**src/rtl/core/elsf_pkg.sv**
```systemverilog
`default_nettype none

package elsf_pkg;

    // Frame geometry
    localparam int LINES       = 96;
    localparam int PAD_BYTES   = 1;
    localparam int SCAN_COUNT  = 24;
    localparam int HALF_BYTES  = 16;
    localparam int LINE_BYTES  = 32;
    localparam int MAX_RESULTS = 25;

    // Pad bytes emitted per line, capped at one burst
    localparam int PAD_EMIT = (PAD_BYTES > MAX_RESULTS - 1) ? (MAX_RESULTS - 1) : PAD_BYTES;

    localparam int POS_W  = $clog2(LINE_BYTES);
    localparam int LINE_W = 7;
    localparam int CNT_W  = $clog2(SCAN_COUNT);
    localparam int Q_DEPTH = 4;
    localparam int Q_AW    = $clog2(Q_DEPTH);

    typedef enum logic [1:0] {
        MODE_NORMAL     = 2'd0,
        MODE_COMPENSATE = 2'd1,
        MODE_WHITE      = 2'd2,
        MODE_INVERT     = 2'd3
    } mode_t;

    // What the emitter has to do after the mapped byte
    typedef enum logic [1:0] {
        CMD_PLAIN = 2'd0,
        CMD_SCAN  = 2'd1,
        CMD_END   = 2'd2
    } cmd_kind_t;

    typedef enum logic [1:0] {
        BK_HEAD = 2'd0,
        BK_SCAN = 2'd1,
        BK_PAD  = 2'd2
    } back_state_t;

    typedef struct packed {
        logic [7:0]        data;
        cmd_kind_t         kind;
        logic [LINE_W-1:0] line;
        logic              last_line;
    } cmd_t;

    // Map the four 2-bit pixels of a byte through the stage mode
    function automatic logic [7:0] map_byte(input logic [7:0] b, input mode_t mode);
        logic [7:0] res;
        logic [1:0] px;
        logic [1:0] mp;
        res = '0;
        for (int i = 0; i < 4; i++)
        begin
            px = b[2*i +: 2];
            unique case (mode)
                MODE_NORMAL:     mp = px;
                MODE_COMPENSATE: mp = (px == 2'b11) ? 2'b10 : ((px == 2'b10) ? 2'b11 : 2'b00);
                MODE_WHITE:      mp = (px == 2'b10) ? 2'b10 : 2'b00;
                MODE_INVERT:     mp = (px == 2'b10) ? 2'b11 : 2'b00;
                default:         mp = px;
            endcase
            res[2*i +: 2] = mp;
        end
        return res;
    endfunction

endpackage

`default_nettype wire

```
**src/rtl/core/elsf_front.sv**
```systemverilog
`default_nettype none

module elsf_front
    import elsf_pkg::*;
(
    input  wire logic       clk,
    input  wire logic       rst_n,
    input  wire logic       cfg_valid,
    input  wire logic [1:0] cfg_data,
    input  wire logic       s_tvalid,
    output logic            s_tready,
    input  wire logic [7:0] s_tdata,
    input  wire logic       q_full,
    output logic            q_push,
    output cmd_t            q_data
);

    mode_t             mode_reg;
    logic [POS_W-1:0]  pos_reg, pos_next;
    logic [LINE_W-1:0] line_reg, line_next;
    logic              last_line;
    logic              accept;

    assign s_tready  = !q_full;
    assign accept    = s_tvalid && s_tready;
    assign q_push    = accept;
    assign last_line = (line_reg == LINE_W'(LINES - 1));

    // Classify the byte by its place in the line
    always_comb
    begin
        q_data.data      = map_byte(s_tdata, mode_reg);
        q_data.line      = line_reg;
        q_data.last_line = last_line;
        if (pos_reg == POS_W'(HALF_BYTES - 1))
            q_data.kind = CMD_SCAN;
        else if (pos_reg == POS_W'(LINE_BYTES - 1))
            q_data.kind = CMD_END;
        else
            q_data.kind = CMD_PLAIN;
    end

    // Advance byte position and line counters
    always_comb
    begin
        pos_next  = pos_reg;
        line_next = line_reg;
        if (accept)
        begin
            if (pos_reg == POS_W'(LINE_BYTES - 1))
            begin
                pos_next  = '0;
                line_next = last_line ? '0 : line_reg + LINE_W'(1);
            end
            else
            begin
                pos_next = pos_reg + POS_W'(1);
            end
        end
    end

    always_ff @(posedge clk or negedge rst_n)
    begin
        if (!rst_n)
        begin
            mode_reg <= MODE_NORMAL;
            pos_reg  <= '0;
            line_reg <= '0;
        end
        else
        begin
            if (cfg_valid)
                mode_reg <= mode_t'(cfg_data);
            pos_reg  <= pos_next;
            line_reg <= line_next;
        end
    end

endmodule

`default_nettype wire

```
**src/rtl/core/elsf_queue.sv**
```systemverilog
`default_nettype none

module elsf_queue
    import elsf_pkg::*;
(
    input  wire logic clk,
    input  wire logic rst_n,
    input  wire logic push,
    input  wire cmd_t push_data,
    output logic      full,
    input  wire logic pop,
    output cmd_t      pop_data,
    output logic      empty
);

    cmd_t            entry_reg [Q_DEPTH];
    logic [Q_AW-1:0] wr_ptr_reg, rd_ptr_reg;
    logic [Q_AW:0]   count_reg;

    assign full     = (count_reg == (Q_AW+1)'(Q_DEPTH));
    assign empty    = (count_reg == '0);
    assign pop_data = entry_reg[rd_ptr_reg];

    // Store pushed commands
    always_ff @(posedge clk)
    begin
        if (push)
            entry_reg[wr_ptr_reg] <= push_data;
    end

    // Track pointers and fill level
    always_ff @(posedge clk or negedge rst_n)
    begin
        if (!rst_n)
        begin
            wr_ptr_reg <= '0;
            rd_ptr_reg <= '0;
            count_reg  <= '0;
        end
        else
        begin
            if (push)
                wr_ptr_reg <= wr_ptr_reg + Q_AW'(1);
            if (pop)
                rd_ptr_reg <= rd_ptr_reg + Q_AW'(1);
            if (push && !pop)
                count_reg <= count_reg + (Q_AW+1)'(1);
            else if (pop && !push)
                count_reg <= count_reg - (Q_AW+1)'(1);
        end
    end

endmodule

`default_nettype wire

```
**src/rtl/core/elsf_back.sv**
```systemverilog
`default_nettype none

module elsf_back
    import elsf_pkg::*;
(
    input  wire logic       clk,
    input  wire logic       rst_n,
    input  wire logic       q_empty,
    input  wire cmd_t       q_data,
    output logic            q_pop,
    output logic            m_tvalid,
    input  wire logic       m_tready,
    output logic [7:0]      m_tdata,
    output logic            m_tlast,
    output logic            m_tuser
);

    back_state_t       state_reg, state_next;
    logic [CNT_W-1:0]  cnt_reg, cnt_next;
    logic [LINE_W-1:0] line_reg, line_next;
    logic              last_reg, last_next;
    logic              valid_reg, valid_next;
    logic [7:0]        data_reg, data_next;
    logic              ll_reg, ll_next;
    logic              fl_reg, fl_next;
    logic              out_free;
    logic [CNT_W-1:0]  scan_off;
    logic [7:0]        scan_val;
    logic              pad_fin;

    assign m_tvalid = valid_reg;
    assign m_tdata  = data_reg;
    assign m_tlast  = ll_reg;
    assign m_tuser  = fl_reg;
    assign out_free = !valid_reg || m_tready;

    // Scan byte position and value for the held line
    assign scan_off = CNT_W'(SCAN_COUNT - 1) - CNT_W'(line_reg[LINE_W-1:2]);
    assign scan_val = 8'(8'h03 << {line_reg[1:0], 1'b0});
    assign pad_fin  = (cnt_reg == CNT_W'(PAD_EMIT - 1));

    // Emit head bytes, then scan or pad bursts
    always_comb
    begin
        state_next = state_reg;
        cnt_next   = cnt_reg;
        line_next  = line_reg;
        last_next  = last_reg;
        valid_next = valid_reg;
        data_next  = data_reg;
        ll_next    = ll_reg;
        fl_next    = fl_reg;
        q_pop      = 1'b0;
        if (out_free)
        begin
            valid_next = 1'b0;
            unique case (state_reg)
                BK_HEAD:
                begin
                    if (!q_empty)
                    begin
                        q_pop      = 1'b1;
                        valid_next = 1'b1;
                        data_next  = q_data.data;
                        ll_next    = 1'b0;
                        fl_next    = 1'b0;
                        line_next  = q_data.line;
                        last_next  = q_data.last_line;
                        cnt_next   = '0;
                        case (q_data.kind)
                            CMD_SCAN:
                            begin
                                state_next = BK_SCAN;
                            end
                            CMD_END:
                            begin
                                if (PAD_EMIT == 0)
                                begin
                                    ll_next = 1'b1;
                                    fl_next = q_data.last_line;
                                end
                                else
                                begin
                                    state_next = BK_PAD;
                                end
                            end
                            default:
                            begin
                                state_next = BK_HEAD;
                            end
                        endcase
                    end
                end
                BK_SCAN:
                begin
                    valid_next = 1'b1;
                    data_next  = (cnt_reg == scan_off) ? scan_val : 8'h00;
                    ll_next    = 1'b0;
                    fl_next    = 1'b0;
                    cnt_next   = cnt_reg + CNT_W'(1);
                    if (cnt_reg == CNT_W'(SCAN_COUNT - 1))
                        state_next = BK_HEAD;
                end
                BK_PAD:
                begin
                    valid_next = 1'b1;
                    data_next  = 8'h00;
                    ll_next    = pad_fin;
                    fl_next    = pad_fin && last_reg;
                    cnt_next   = cnt_reg + CNT_W'(1);
                    if (pad_fin)
                        state_next = BK_HEAD;
                end
                default:
                begin
                    state_next = BK_HEAD;
                end
            endcase
        end
    end

    always_ff @(posedge clk or negedge rst_n)
    begin
        if (!rst_n)
        begin
            state_reg <= BK_HEAD;
            cnt_reg   <= '0;
            valid_reg <= 1'b0;
        end
        else
        begin
            state_reg <= state_next;
            cnt_reg   <= cnt_next;
            valid_reg <= valid_next;
        end
    end

    // Hold payload of the output register and current line
    always_ff @(posedge clk)
    begin
        line_reg <= line_next;
        last_reg <= last_next;
        data_reg <= data_next;
        ll_reg   <= ll_next;
        fl_reg   <= fl_next;
    end

endmodule

`default_nettype wire

```
**src/rtl/core/epaper_line_stream_formatter_unit.sv**
```systemverilog
// Panel scan line formatter.
// Input stream (s_*): frame bytes, 32 per line, four 2-bit pixels each.
// Output stream (m_*): panel line bytes in transmit order; m_tlast marks the
// final byte of each line, m_tuser the final byte of the last line of a frame.
// Configuration (cfg_*): stage mode, always ready; write only while idle.
// Each input transaction is mapped and queued in the same cycle; its first
// output byte is then popped from the queue into the output register.
// Frame bytes 15 and 31 expand into 25 and 1 + pad output bytes, so a line of
// 32 input bytes yields 56 + pad output bytes, one per cycle while commands
// are queued and the receiver accepts. Input runs at one byte per cycle until
// the four-entry command queue fills during a scan or pad burst.
// A stalled receiver holds the output register; the queue keeps accepting
// until full. Reset clears byte and line counters, queue and output valid,
// and returns the stage mode to normal.
`default_nettype none

module epaper_line_stream_formatter_unit
    import elsf_pkg::*;
(
    input  wire logic       clk,
    input  wire logic       rst_n,
    input  wire logic       cfg_valid,
    output logic            cfg_ready,
    input  wire logic [1:0] cfg_data,      // [1:0] stage_mode
    input  wire logic       s_tvalid,
    output logic            s_tready,
    input  wire logic [7:0] s_tdata,       // [7:0] pixel_byte
    output logic            m_tvalid,
    input  wire logic       m_tready,
    output logic [7:0]      m_tdata,       // [7:0] out_byte
    output logic            m_tlast,
    output logic            m_tuser        // [0] frame_last
);

    cmd_t push_data;
    cmd_t pop_data;
    logic q_push;
    logic q_pop;
    logic q_full;
    logic q_empty;

    assign cfg_ready = 1'b1;

    elsf_front u_front (
        .clk       (clk),
        .rst_n     (rst_n),
        .cfg_valid (cfg_valid),
        .cfg_data  (cfg_data),
        .s_tvalid  (s_tvalid),
        .s_tready  (s_tready),
        .s_tdata   (s_tdata),
        .q_full    (q_full),
        .q_push    (q_push),
        .q_data    (push_data)
    );

    elsf_queue u_queue (
        .clk       (clk),
        .rst_n     (rst_n),
        .push      (q_push),
        .push_data (push_data),
        .full      (q_full),
        .pop       (q_pop),
        .pop_data  (pop_data),
        .empty     (q_empty)
    );

    elsf_back u_back (
        .clk      (clk),
        .rst_n    (rst_n),
        .q_empty  (q_empty),
        .q_data   (pop_data),
        .q_pop    (q_pop),
        .m_tvalid (m_tvalid),
        .m_tready (m_tready),
        .m_tdata  (m_tdata),
        .m_tlast  (m_tlast),
        .m_tuser  (m_tuser)
    );

endmodule

`default_nettype wire

```
**config.mk**
```make
export PLATFORM = sky130hd
export DESIGN_NAME = epaper_line_stream_formatter_unit
export DESIGN_NICKNAME = d
export VERILOG_FILES = /design/src/rtl/core/elsf_pkg.sv /design/src/rtl/core/elsf_front.sv /design/src/rtl/core/elsf_queue.sv /design/src/rtl/core/elsf_back.sv /design/src/rtl/core/epaper_line_stream_formatter_unit.sv
export SDC_FILE = /design/constraint.sdc
export NUM_CORES = 1
export LEC_CHECK = 0
export BUFFER_PORTS_ARGS = -buffer_cell sky130_fd_sc_hd__clkbuf_2
export CELL_PAD_IN_SITES_DETAIL_PLACEMENT = 0
export CELL_PAD_IN_SITES_GLOBAL_PLACEMENT = 1
export CORE_MARGIN = 3
export CORE_UTILIZATION = 34
export DETAILED_ROUTE_END_ITERATION = 7
export PLACE_DENSITY = 0.64
export SKIP_CTS_REPAIR_TIMING = 1
export SLEW_MARGIN = 25
export SYNTH_ARGS = -nofsm -noshare
export SYNTH_HDL_FRONTEND = slang
export SYNTH_SLANG_ARGS = --single-unit
export TNS_END_PERCENT = 50
```
**constraint.sdc**
```tcl
create_clock -name clk -period 2.34 [get_ports clk]
set_clock_uncertainty 0.1 [all_clocks]
set_input_delay 0 -clock clk [delete_from_list [all_inputs] [get_ports clk]]
set_output_delay 0 -clock clk [all_outputs]
set_load 0.02 [all_outputs]
```
==> results.txt, run 1 <==
Crit-path max FO -> 9
NumNets Final -> 414
Remaining Overflow, GRT -> 0
GRT Resource Usage Total -> 0.119
Max Cap Viol -> 0
Die width -> 128 um
Post-synth EDFFs -> 90
Dominant synthesized flop cell -> edfxtp_1
# rows -> 43
Max reg flops -> 72
Initial antenna violation count -> 0
Kind of critical path -> reg2reg
DR pass1 iterations -> 4
Via density -> 4.78
Number of DRC markers in iteration 0 -> 136
Mapped cell area -> 0.00502 mm2
Buffers & Inverters on Critical Path -> 2
Final Hold Viols -> 0
Root buf cell -> clkbuf_16
Die Area -> 0.0163 mm2
R2r endpoint -> u_queue.count_reg[1]
Crit-path max cell delay -> 0.44 ns
WP data required -> 2.53 ns
Largest family of logic cells by synthesized area -> multiplexers
Area growth syn-to-layout -> 23.7%
Arrival @ worst endpoint -> 2.44 ns
Layout cell share with drive strength beyond 1 -> 0.250
Sequential-to-total area share from yosys stat -> 0.682
Slew Limit Fails -> 0
Pleak -> 0.00236 uW
Status -> complete, no violations
Worst Hold Path EP -> u_queue.entry_reg[2][12]
Post-Synth Simple-Gate Area -> 0.0919
CP endpoint kind -> flip-flop
Clk_lat worst skew -> 0.41 ns
Netlist cell types -> 44
IO buf count -> 26
Asr flop ratio synth -> 0.244
Vias in the first global route -> 2789
Tcrit/Tclk final -> 0.962
Global-route wire length before repair -> 14.6 mm
Critical path's slowest cell -> dfrtp_2
Num CTS Buffers -> 17
Complex-gate fraction of the synthesized area -> 0.0366
Startpoint types -> flip-flop
Residual DRC -> 0
Min Hold Slack -> 0.0178 ns
Slew headroom -> 0.383
H-tree levels -> 4
RSZ-0062 raised after global routing -> no
CP Cell Sequence -> or3b_1 -> nand2_2 -> inv_2 -> ha_1 -> inv_1 -> fa_1 -> mux2_2
Adder-Cell Fraction of Synth Area -> 0.0413
Boundary pin count -> 28
Hold-critical path depth -> 3
Antenna Nets Post-Route -> 0
Ys Warns -> 0
Height of the die -> 128 um
GP Congestion -> 0.705
Reg-to-Reg Start -> u_queue.count_reg[0]
Reg clk slew, reported paths -> 0.06 ns
Core box area -> 0.0141 mm2
Diodes inserted -> 0
Starting density of the core -> 0.355
Delay-heaviest family, CP -> adder cells
Synth area leader -> edfxtp_1
WL per Instance -> 15.5 um
Final wirelength -> 8.95 mm
Synth Register Bits -> 119
Final setup fails -> 0
R2r setup slk -> 0.09 ns
CTS Buffer Depth -> 2
Clock Sinks -> 119
Start point of the worst hold path -> s_tdata[2]
Fmax -> 444 MHz
Worst Reg-to-Reg Cells -> 7
Vias -> 2751
Area share of the largest cell type after synthesis -> 0.538
Syn Inst Count -> 317
Tmin final -> 2.25 ns
Power density over cell area -> 1290 mW/mm2
VDD IR-drop max -> 0.553 mV
Syn Nets -> 348
HP Class -> in2reg
Largest net degree at the start of global routing -> 30
Transition time of the tightest slew-check pin -> 0.926 ns
Top post-synthesis cells by area -> edfxtp_1, dfrtp_1, mux4_2
Mux contribution to synthesized area -> 0.0981
CTS tree -> built
Fin Setup TNS -> 0 ns
Hpwl dp -> 5.93 mm
XOR/XNOR Fraction of Synth Area -> 0.0261
Syn_area_per_cell -> 15.9 um2
# fillers -> 1249
cell families after synthesis:
group	Yosys count
AOI/OAI and AO/OA	29
xor gates and xnor gates	15
adders and majority gates	16
buffers and inverters	27
DFF	119
muxes	26
other	1
and+or+nand+nor	84
power by group:
part           switching [uW]  internal [uW]  leakage (uW)
Clock                     936           1710      0.000278
Combinational            1180            927      0.000884
Sequential                262           3010       0.00120
Total                    2370           5640       0.00236
worst reg2reg max path, cell delays in order, from the launching register on:
cell and delay (ns):
dfrtp_2 0.44, or3b_1 0.44, nand2_2 0.10, inv_2 0.09, ha_1 0.23, inv_1 0.07, fa_1 0.40, mux2_2 0.26
worst max path at each step:
stage | slack (ns) | startpoint | depth (start not counted) | endpoint
floorplan | 0.02 | u_queue.count_reg[0] | 8 | u_queue.count_reg[1]
global placement | 0.12 | u_queue.count_reg[0] | 7 | u_queue.count_reg[1]
detailed placement | 0.09 | u_queue.count_reg[0] | 7 | u_queue.count_reg[1]
CTS | 0.07 | u_queue.count_reg[0] | 7 | u_queue.count_reg[1]
global route | 0.009 | u_queue.count_reg[0] | 7 | u_queue.count_reg[1]
finish | 0.09 | u_queue.count_reg[0] | 7 | u_queue.count_reg[1]
metal layers:
metal	part of all wire	global-route usage	wire length (um)	vias to the layer above
met5	0	0	0	-
met4	0.017	0.0506	156	0
met3	0.029	0.0364	257	12
met2	0.51	0.194	4560	38
met1	0.44	0.147	3980	1374
li1	-	-	-	1327
synth_stat cells, types with 3 or more instances:
cell / number
nor2b_1: 3
and3_1: 7
mux4_2: 18
mux2_2: 6
buf_2: 5
nand2b_1: 5
nand2_1: 21
nor3_1: 3
xor2_1: 4
nor4b_1: 3
edfxtp_1: 90
nor2_1: 15
o22ai_1: 4
ha_1: 15
nand3_1: 8
dfrtp_1: 29
a21boi_0: 4
xnor2_1: 11
o21ai_0: 13
nand3b_1: 5
inv_1: 18
final cells by class:
cell class,instances,area [um2],share of cell area
Clock buffer,18,439,0.0707
Clock inverter,14,176,0.0284
Tap cell,180,225,0.0362
Timing Repair Buffer,55,393,0.0632
Sequential cell,119,3430,0.552
Inverter,19,71.3,0.0115
Multi-Input combinational cell,171,1480,0.238
metrics by stage:
step	area, um2	worst slack, ns	cells	total power, uW	util
4_1_cts	6030	0.0697	558	8110	0.426
5_1_grt	6220	0.00887	576	8490	0.439
6_report	6220	0.0883	576	8020	0.439
2_1_floorplan	5030	0.0214	317	4780	-
3_3_place_gp	5420	0.122	526	5370	0.383
3_5_place_dp	5420	0.0864	526	5430	0.383
cells in the final DEF (no fill, tap or decap), types with 2 or more instances in the layout:
master and count:
nor3_1 3, clkinv_4 2, buf_4 11, inv_1 18, nor2_1 15, nor2b_1 3
nor4_1 2, dlygate4sd3_1 18, bufinv_16 3, mux2i_1 2, ha_1 15, mux4_2 18
nand3b_1 5, dfrtp_1 28, nand3_1 8, o2bb2ai_1 2, a21boi_0 4, clkbuf_16 17
nand4b_1 2, nand2_1 21, clkinvlp_4 7, nor4b_1 3, and2_1 2, nand2b_1 5
and3_1 7, xnor2_1 11, edfxtp_1 90, mux2_2 6, o21ai_0 13, nand4_1 2
xor2_1 4, clkbuf_2 26, o22ai_1 4
Power figures use the tool's default switching activity.
==> inputs of run 2 (changes only) <==
ABC_AREA = 1   (was unset)
PLACE_DENSITY = 0.67   (was 0.64)
REMOVE_ABC_BUFFERS = 1   (was unset)
==> results.txt, run 2 <==
Initial antenna violation count -> 0 (unchanged)
Largest net degree at the start of global routing -> 39 (+30%)
Delay-heaviest family, CP -> adder cells
Sequential-to-total area share from yosys stat -> 0.653 (-0.0297)
WL per Instance -> 13.5 um (-13%)
Buffers & Inverters on Critical Path -> 2 (unchanged)
Critical path's slowest cell -> dfrtp_1
Antenna Nets Post-Route -> 0 (unchanged)
Syn_area_per_cell -> 10.8 um2 (-32%)
Max Cap Viol -> 0 (unchanged)
NumNets Final -> 577 (+39%)
Synth Register Bits -> 119 (unchanged)
Synth area leader -> edfxtp_1
GP Congestion -> 0.766 (+8.7%)
WP data required -> 2.51 ns (-0.02 ns)
Worst Hold Path EP -> u_queue.entry_reg[3][12]
CP Depth -> 9 (+2)
Hold-critical path depth -> 4 (+1)
Core box area -> 0.0148 mm2 (+4.7%)
Max reg flops -> 72 (unchanged)
Multi-input gate area -> 0.00153 mm2 (+3.5%)
Final wirelength -> 10.1 mm (+12%)
Crit-path max FO -> 4 (-5)
Tmin final -> 2.07 ns (-0.179 ns)
Worst Reg-to-Reg Cells -> 9 (+2)
Tcrit/Tclk final -> 0.886 (-0.0764)
Worst Setup SP -> u_back.state_reg[0]
Residual DRC -> 0 (unchanged)
Power density over cell area -> 1320 mW/mm2 (+2.1%)
Startpoint types -> flip-flop
Setup ws final -> 0.267 ns (+0.179 ns)
R2r setup slk -> 0.27 ns (+0.18 ns)
Slew Limit Fails -> 0 (unchanged)
Slew headroom -> 0.467 (+0.0843)
CTS tree -> built
Area taken by flip-flops and latches -> 0.00343 mm2 (about the same)
Via density -> 4.59 (-4.0%)
DR pass1 iterations -> 4 (unchanged)
Power, Total -> 8420 uW (+5.1%)
Netlist cell types -> 35 (-20%)
R2r endpoint -> u_queue.count_reg[2]
Diodes inserted -> 0 (unchanged)
Ys Warns -> 0 (unchanged)
Arrival @ worst endpoint -> 2.25 ns (-0.19 ns)
Area growth syn-to-layout -> 21.8%
Kind of critical path -> reg2reg
Remaining Overflow, GRT -> 0 (unchanged)
Area share of the largest cell type after synthesis -> 0.514 (-0.0234)
Pleak -> 0.00268 uW (+14%)
Global-route wire length before repair -> 16.4 mm (+12%)
Top-count cell post-synth -> nand2_1
Final Hold Viols -> 0 (unchanged)
# fillers -> 1371 (+9.8%)
Top post-synthesis cells by area -> edfxtp_1, dfrtp_1, nand2_1
Top cells by count, synth -> nand2_1, edfxtp_1, inv_1, nand3_1, nor2_1
Clk_lat worst skew -> 0.40 ns (about the same)
Layout cell share with drive strength beyond 1 -> 0.143 (-0.107)
Reg-to-Reg Start -> u_back.state_reg[0]
HP Class -> in2reg
IO buf count -> 26 (unchanged)
Fin Setup TNS -> 0 ns (unchanged)
Number of DRC markers in iteration 0 -> 179 (+32%)
CP Cell Sequence -> inv_1 -> ha_1 -> nand3_2 -> ha_1 -> inv_1 -> fa_1 -> a21oi_1 -> o21ai_0 -> xor2_1
CTS Buffer Depth -> 2 (unchanged)
H-tree levels -> 4 (unchanged)
Vias in the first global route -> 3264 (+17%)
CP endpoint kind -> flip-flop
Fmax -> 482 MHz (+8.6%)
GRT Resource Usage Total -> 0.127 (+0.00842)
Mapped cell area -> 0.00525 mm2 (+4.6%)
Final setup fails -> 0 (unchanged)
Starting density of the core -> 0.355 (about the same)
Clock Sinks -> 119 (unchanged)
Post-synth EDFFs -> 90 (unchanged)
Height of the die -> 130 um (+2.1%)
# rows -> 44 (+2.3%)
Start point of the worst hold path -> s_tdata[2]
RSZ-0062 raised after global routing -> no
Vias -> 3407 (+24%)
VDD IR-drop max -> 0.540 mV (-2.3%)
Die width -> 130 um (+2.1%)
Root buf cell -> clkbuf_16
Crit-path max cell delay -> 0.39 ns (-0.05 ns)
Hpwl dp -> 6.67 mm (+12%)
Worst slack at placement -> 0.211 ns (+0.124 ns)
Asr flop ratio synth -> 0.244 (unchanged)
Boundary pin count -> 28 (unchanged)
Num CTS Buffers -> 17 (unchanged)
Status -> complete, no violations
Util after Layout -> 0.432 (-0.00731)
Syn Inst Count -> 486 (+53%)
Die Area -> 0.0170 mm2 (+4.3%)
Commonest cells after routing, fill and taps aside -> nand2_1, edfxtp_1, inv_1, nand3_1, nor2_1
Transition time of the tightest slew-check pin -> 0.799 ns (-0.126 ns)
Reg clk slew, reported paths -> 0.05 ns (about the same)
Dominant synthesized flop cell -> edfxtp_1
Most common cell after layout, fill and taps aside -> nand2_1
==> run 2: cell types whose count changed after synthesis, moves of 6 or more <==
cell / change
o21ai_1: +8
mux2_2: -6
nor2_1: +23
and3_1: -6
inv_1: +28
nand2_1: +97
o21ai_0: +16
mux4_2: -18
nand3_1: +37
xnor2_1: -7
==> run 2: tightest hold or removal path, delay by kind of cell <==
family / cells / cell delay [ns]
and+or+nand+nor: 1 / 0.05
buffers and inverters: 2 / 0.15
AOI/OAI and AO/OA: 1 / 0.18
==> run 2: kinds of logic after synthesis <==
family          count (synthesis)  synth area share
fa+ha+maj                      16            0.0395
buf+inv                        67            0.0564
flops                         119             0.653
other cells                     1          0.000714
xor+xnor                       11            0.0183
simple gates                  218             0.176
compound gates                 54            0.0562
==> run 2: worst max-delay path by stage <==
| stage | endpoint |
|---|---|
| after floorplan | u_queue.entry_reg[0][0] |
| after global placement | u_queue.count_reg[2] |
| after detailed placement | u_queue.count_reg[2] |
| after CTS | u_queue.count_reg[2] |
| after global routing | u_queue.count_reg[2] |
| final | u_queue.count_reg[2] |
==> run 2: through the flow <==
step | hold WS, ns | instances | cell area [um2]
2_1_floorplan | -0.396 | 471 | 5150
3_3_place_gp | 0.0298 | 692 | 5600
3_5_place_dp | 0.0324 | 692 | 5600
4_1_cts | -0.410 | 724 | 6200
5_1_grt | 0.0879 | 743 | 6400
6_report | 0.0484 | 743 | 6400
==> run 2: final cells by class <==
| class | count | share of cell area |
|---|---|---|
| Clock inverter | 8 | 0.0192 |
| Clock buffer | 24 | 0.0753 |
| Sequential cell | 119 | 0.536 |
| Inverter | 52 | 0.0309 |
| Timing Repair Buffer | 56 | 0.0630 |
| Tap cell | 184 | 0.0360 |
| Multi-Input combinational cell | 300 | 0.240 |
==> run 2: layer usage <==
layer / routed length (um) / global-route usage / vias to the layer above / share of wire
li1: - / - / 1757 / -
met1: 4730 / 0.157 / 1601 / 0.47
met2: 4980 / 0.211 / 40 / 0.49
met3: 242 / 0.0311 / 9 / 0.024
met4: 113 / 0.0593 / 0 / 0.011
met5: 0 / 0 / - / 0
==> run 2: report_power, final <==
group / switching (uW) / internal [uW] / total (uW)
sequential: 301 / 3070 / 3370
combinational: 1630 / 817 / 2450
clock: 856 / 1750 / 2610
total: 2780 / 5640 / 8420
==> inputs of run 3 (changes only) <==
==> constraint.sdc (replaced) <==
create_clock -name clk -period 2.34 [get_ports clk]
set_clock_uncertainty 0.1 [all_clocks]
set_input_delay 0.117 -clock clk [delete_from_list [all_inputs] [get_ports clk]]
set_output_delay 0.117 -clock clk [all_outputs]
set_load 0.02 [all_outputs]
==> results.txt, run 3 (same netlist as run 2, synthesis figures left out) <==
NumNets Final -> 566 (-1.9%)
Layout cell share with drive strength beyond 1 -> 0.141 (-0.00260)
Slew headroom -> 0.471 (+0.00375)
Root buf cell -> clkbuf_16
Crit-path max cell delay -> 0.39 ns (about the same)
Crit-path max FO -> 4 (unchanged)
Fmax -> 474 MHz (-1.7%)
Startpoint types -> flip-flop
Num CTS Buffers -> 17 (unchanged)
Die width -> 130 um (unchanged)
Kind of critical path -> reg2reg
Area growth syn-to-layout -> 18.8%
CP endpoint kind -> flip-flop
Failing checks -> hold timing
Initial antenna violation count -> 0 (unchanged)
Clk_lat worst skew -> 0.42 ns (+0.02 ns)
Tmin final -> 2.11 ns (+0.0349 ns)
Most common cell after layout, fill and taps aside -> nand2_1
Min Hold Slack -> -0.0272 ns (-0.0756 ns)
Antenna Nets Post-Route -> 0 (unchanged)
Critical path's slowest cell -> dfrtp_1
Diodes inserted -> 0 (unchanged)
Arrival @ worst endpoint -> 2.30 ns (+0.05 ns)
Vias in the first global route -> 3328 (+2.0%)
Core box area -> 0.0148 mm2 (unchanged)
Tcrit/Tclk final -> 0.901 (+0.0149)
Power density over cell area -> 1320 mW/mm2 (-0.14%)
Placed Cells -> 692 (unchanged)
H-tree levels -> 4 (unchanged)
Number of DRC markers in iteration 0 -> 144 (-20%)
Height of the die -> 130 um (unchanged)
Non-Filler Instances -> 732 (-1.5%)
Slew Limit Fails -> 0 (unchanged)
Fin Setup TNS -> 0 ns (unchanged)
Pleak -> 0.00261 uW (-2.6%)
WP data required -> 2.53 ns (+0.02 ns)
Die Area -> 0.0170 mm2 (unchanged)
Global-route wire length before repair -> 16.6 mm (+1.7%)
CTS tree -> built
Reg clk slew, reported paths -> 0.05 ns (about the same)
RSZ-0062 raised after global routing -> no
Status -> finished, violations left
Final wirelength -> 9.83 mm (-2.4%)
Max Cap Viol -> 0 (unchanged)
Final Hold Viols -> 2 (+2)
DR pass1 iterations -> 4 (unchanged)
GP Congestion -> 0.771 (+0.67%)
Clock Sinks -> 119 (unchanged)
Hpwl dp -> 6.60 mm (-1.0%)
Residual DRC -> 0 (unchanged)
Final setup fails -> 0 (unchanged)
HP Class -> in2reg
Boundary pin count -> 28 (unchanged)
GRT Resource Usage Total -> 0.129 (+0.00168)
IO buf count -> 26 (unchanged)
Remaining Overflow, GRT -> 0 (unchanged)
Max reg flops -> 72 (unchanged)
Via density -> 4.61 (+0.46%)
CP Cell Sequence -> inv_1 -> ha_1 -> nand3_1 -> ha_1 -> inv_1 -> fa_1 -> a21oi_1 -> o21ai_0 -> xor2_1
WL per Instance -> 13.4 um (-0.92%)
Commonest cells after routing, fill and taps aside -> nand2_1, edfxtp_1, inv_1, nand3_1, nor2_1
# rows -> 44 (unchanged)
R2r setup slk -> 0.23 ns (-0.03 ns)
VDD IR-drop max -> 0.499 mV (-7.6%)
Vias -> 3372 (-1.0%)
Starting density of the core -> 0.355 (unchanged)
Largest net degree at the start of global routing -> 39 (unchanged)
Transition time of the tightest slew-check pin -> 0.794 ns (-0.00562 ns)
CTS Buffer Depth -> 2 (unchanged)
# fillers -> 1442 (+5.2%)
-- run 3: cell type report --
class                      count  area [um2]  share of cell area
sequential                   119        3430               0.549
timing repair buffer          45         293              0.0469
inverter                      52         198              0.0317
clock inverter                10         109              0.0174
multi-input combinational    300        1530               0.245
tap                          184         230              0.0369
clock buffer                  22         454              0.0728
-- run 3: per-stage QoR --
stage	hold slack (ns)	cell area [um2]	setup slack, ns	util	power [uW]
6_report	-0.0272	6240	0.232	0.421	8210
5_1_grt	0.0237	6240	0.0228	0.421	8820
4_1_cts	-0.290	6160	0.226	0.416	8330
3_5_place_dp	0.150	5600	0.224	0.378	5830
3_3_place_gp	0.146	5600	0.276	0.378	5780
2_1_floorplan	-0.279	5150	0.264	-	5010
-- run 3: final timing paths --
kind / from / to / cells after the start
min in group asynchronous: rst_n / u_front.pos_reg[0] / 2
max reg2reg: u_back.state_reg[0] / u_queue.count_reg[2] / 9
min reg2reg: u_front.pos_reg[1] / u_front.pos_reg[1] / 2
max in group asynchronous: rst_n / u_back.cnt_reg[4] / 2
min: s_tvalid / u_queue.wr_ptr_reg[1] / 4
max: u_back.state_reg[0] / u_queue.count_reg[2] / 9
-- run 3: metal layers --
metal / vias to the layer above / part of all wire / GRT usage
met3: 8 / 0.029 / 0.0377
met5: - / 0 / 0
met1: 1574 / 0.46 / 0.157
met2: 47 / 0.50 / 0.214
li1: 1743 / - / -
met4: 0 / 0.012 / 0.0562
-- run 3: worst max-delay path, delay by kind of cell, from the launching register on --
kind                     cells  cell delay, ns
XOR/XNOR                     1            0.15
AO/OA/AOI/OAI                2            0.26
buffers and inverters        2            0.14
adder cells (fa/ha/maj)      3            0.77
AND/OR/NAND/NOR              1            0.18
flip-flops                   1            0.39
-- run 3: where the power goes --
part	internal, uW	leakage, uW	total [uW]	switching, uW
Combinational	796	0.00115	2390	1600
Sequential	3070	0.00120	3370	301
Clock	1580	0.000265	2450	866
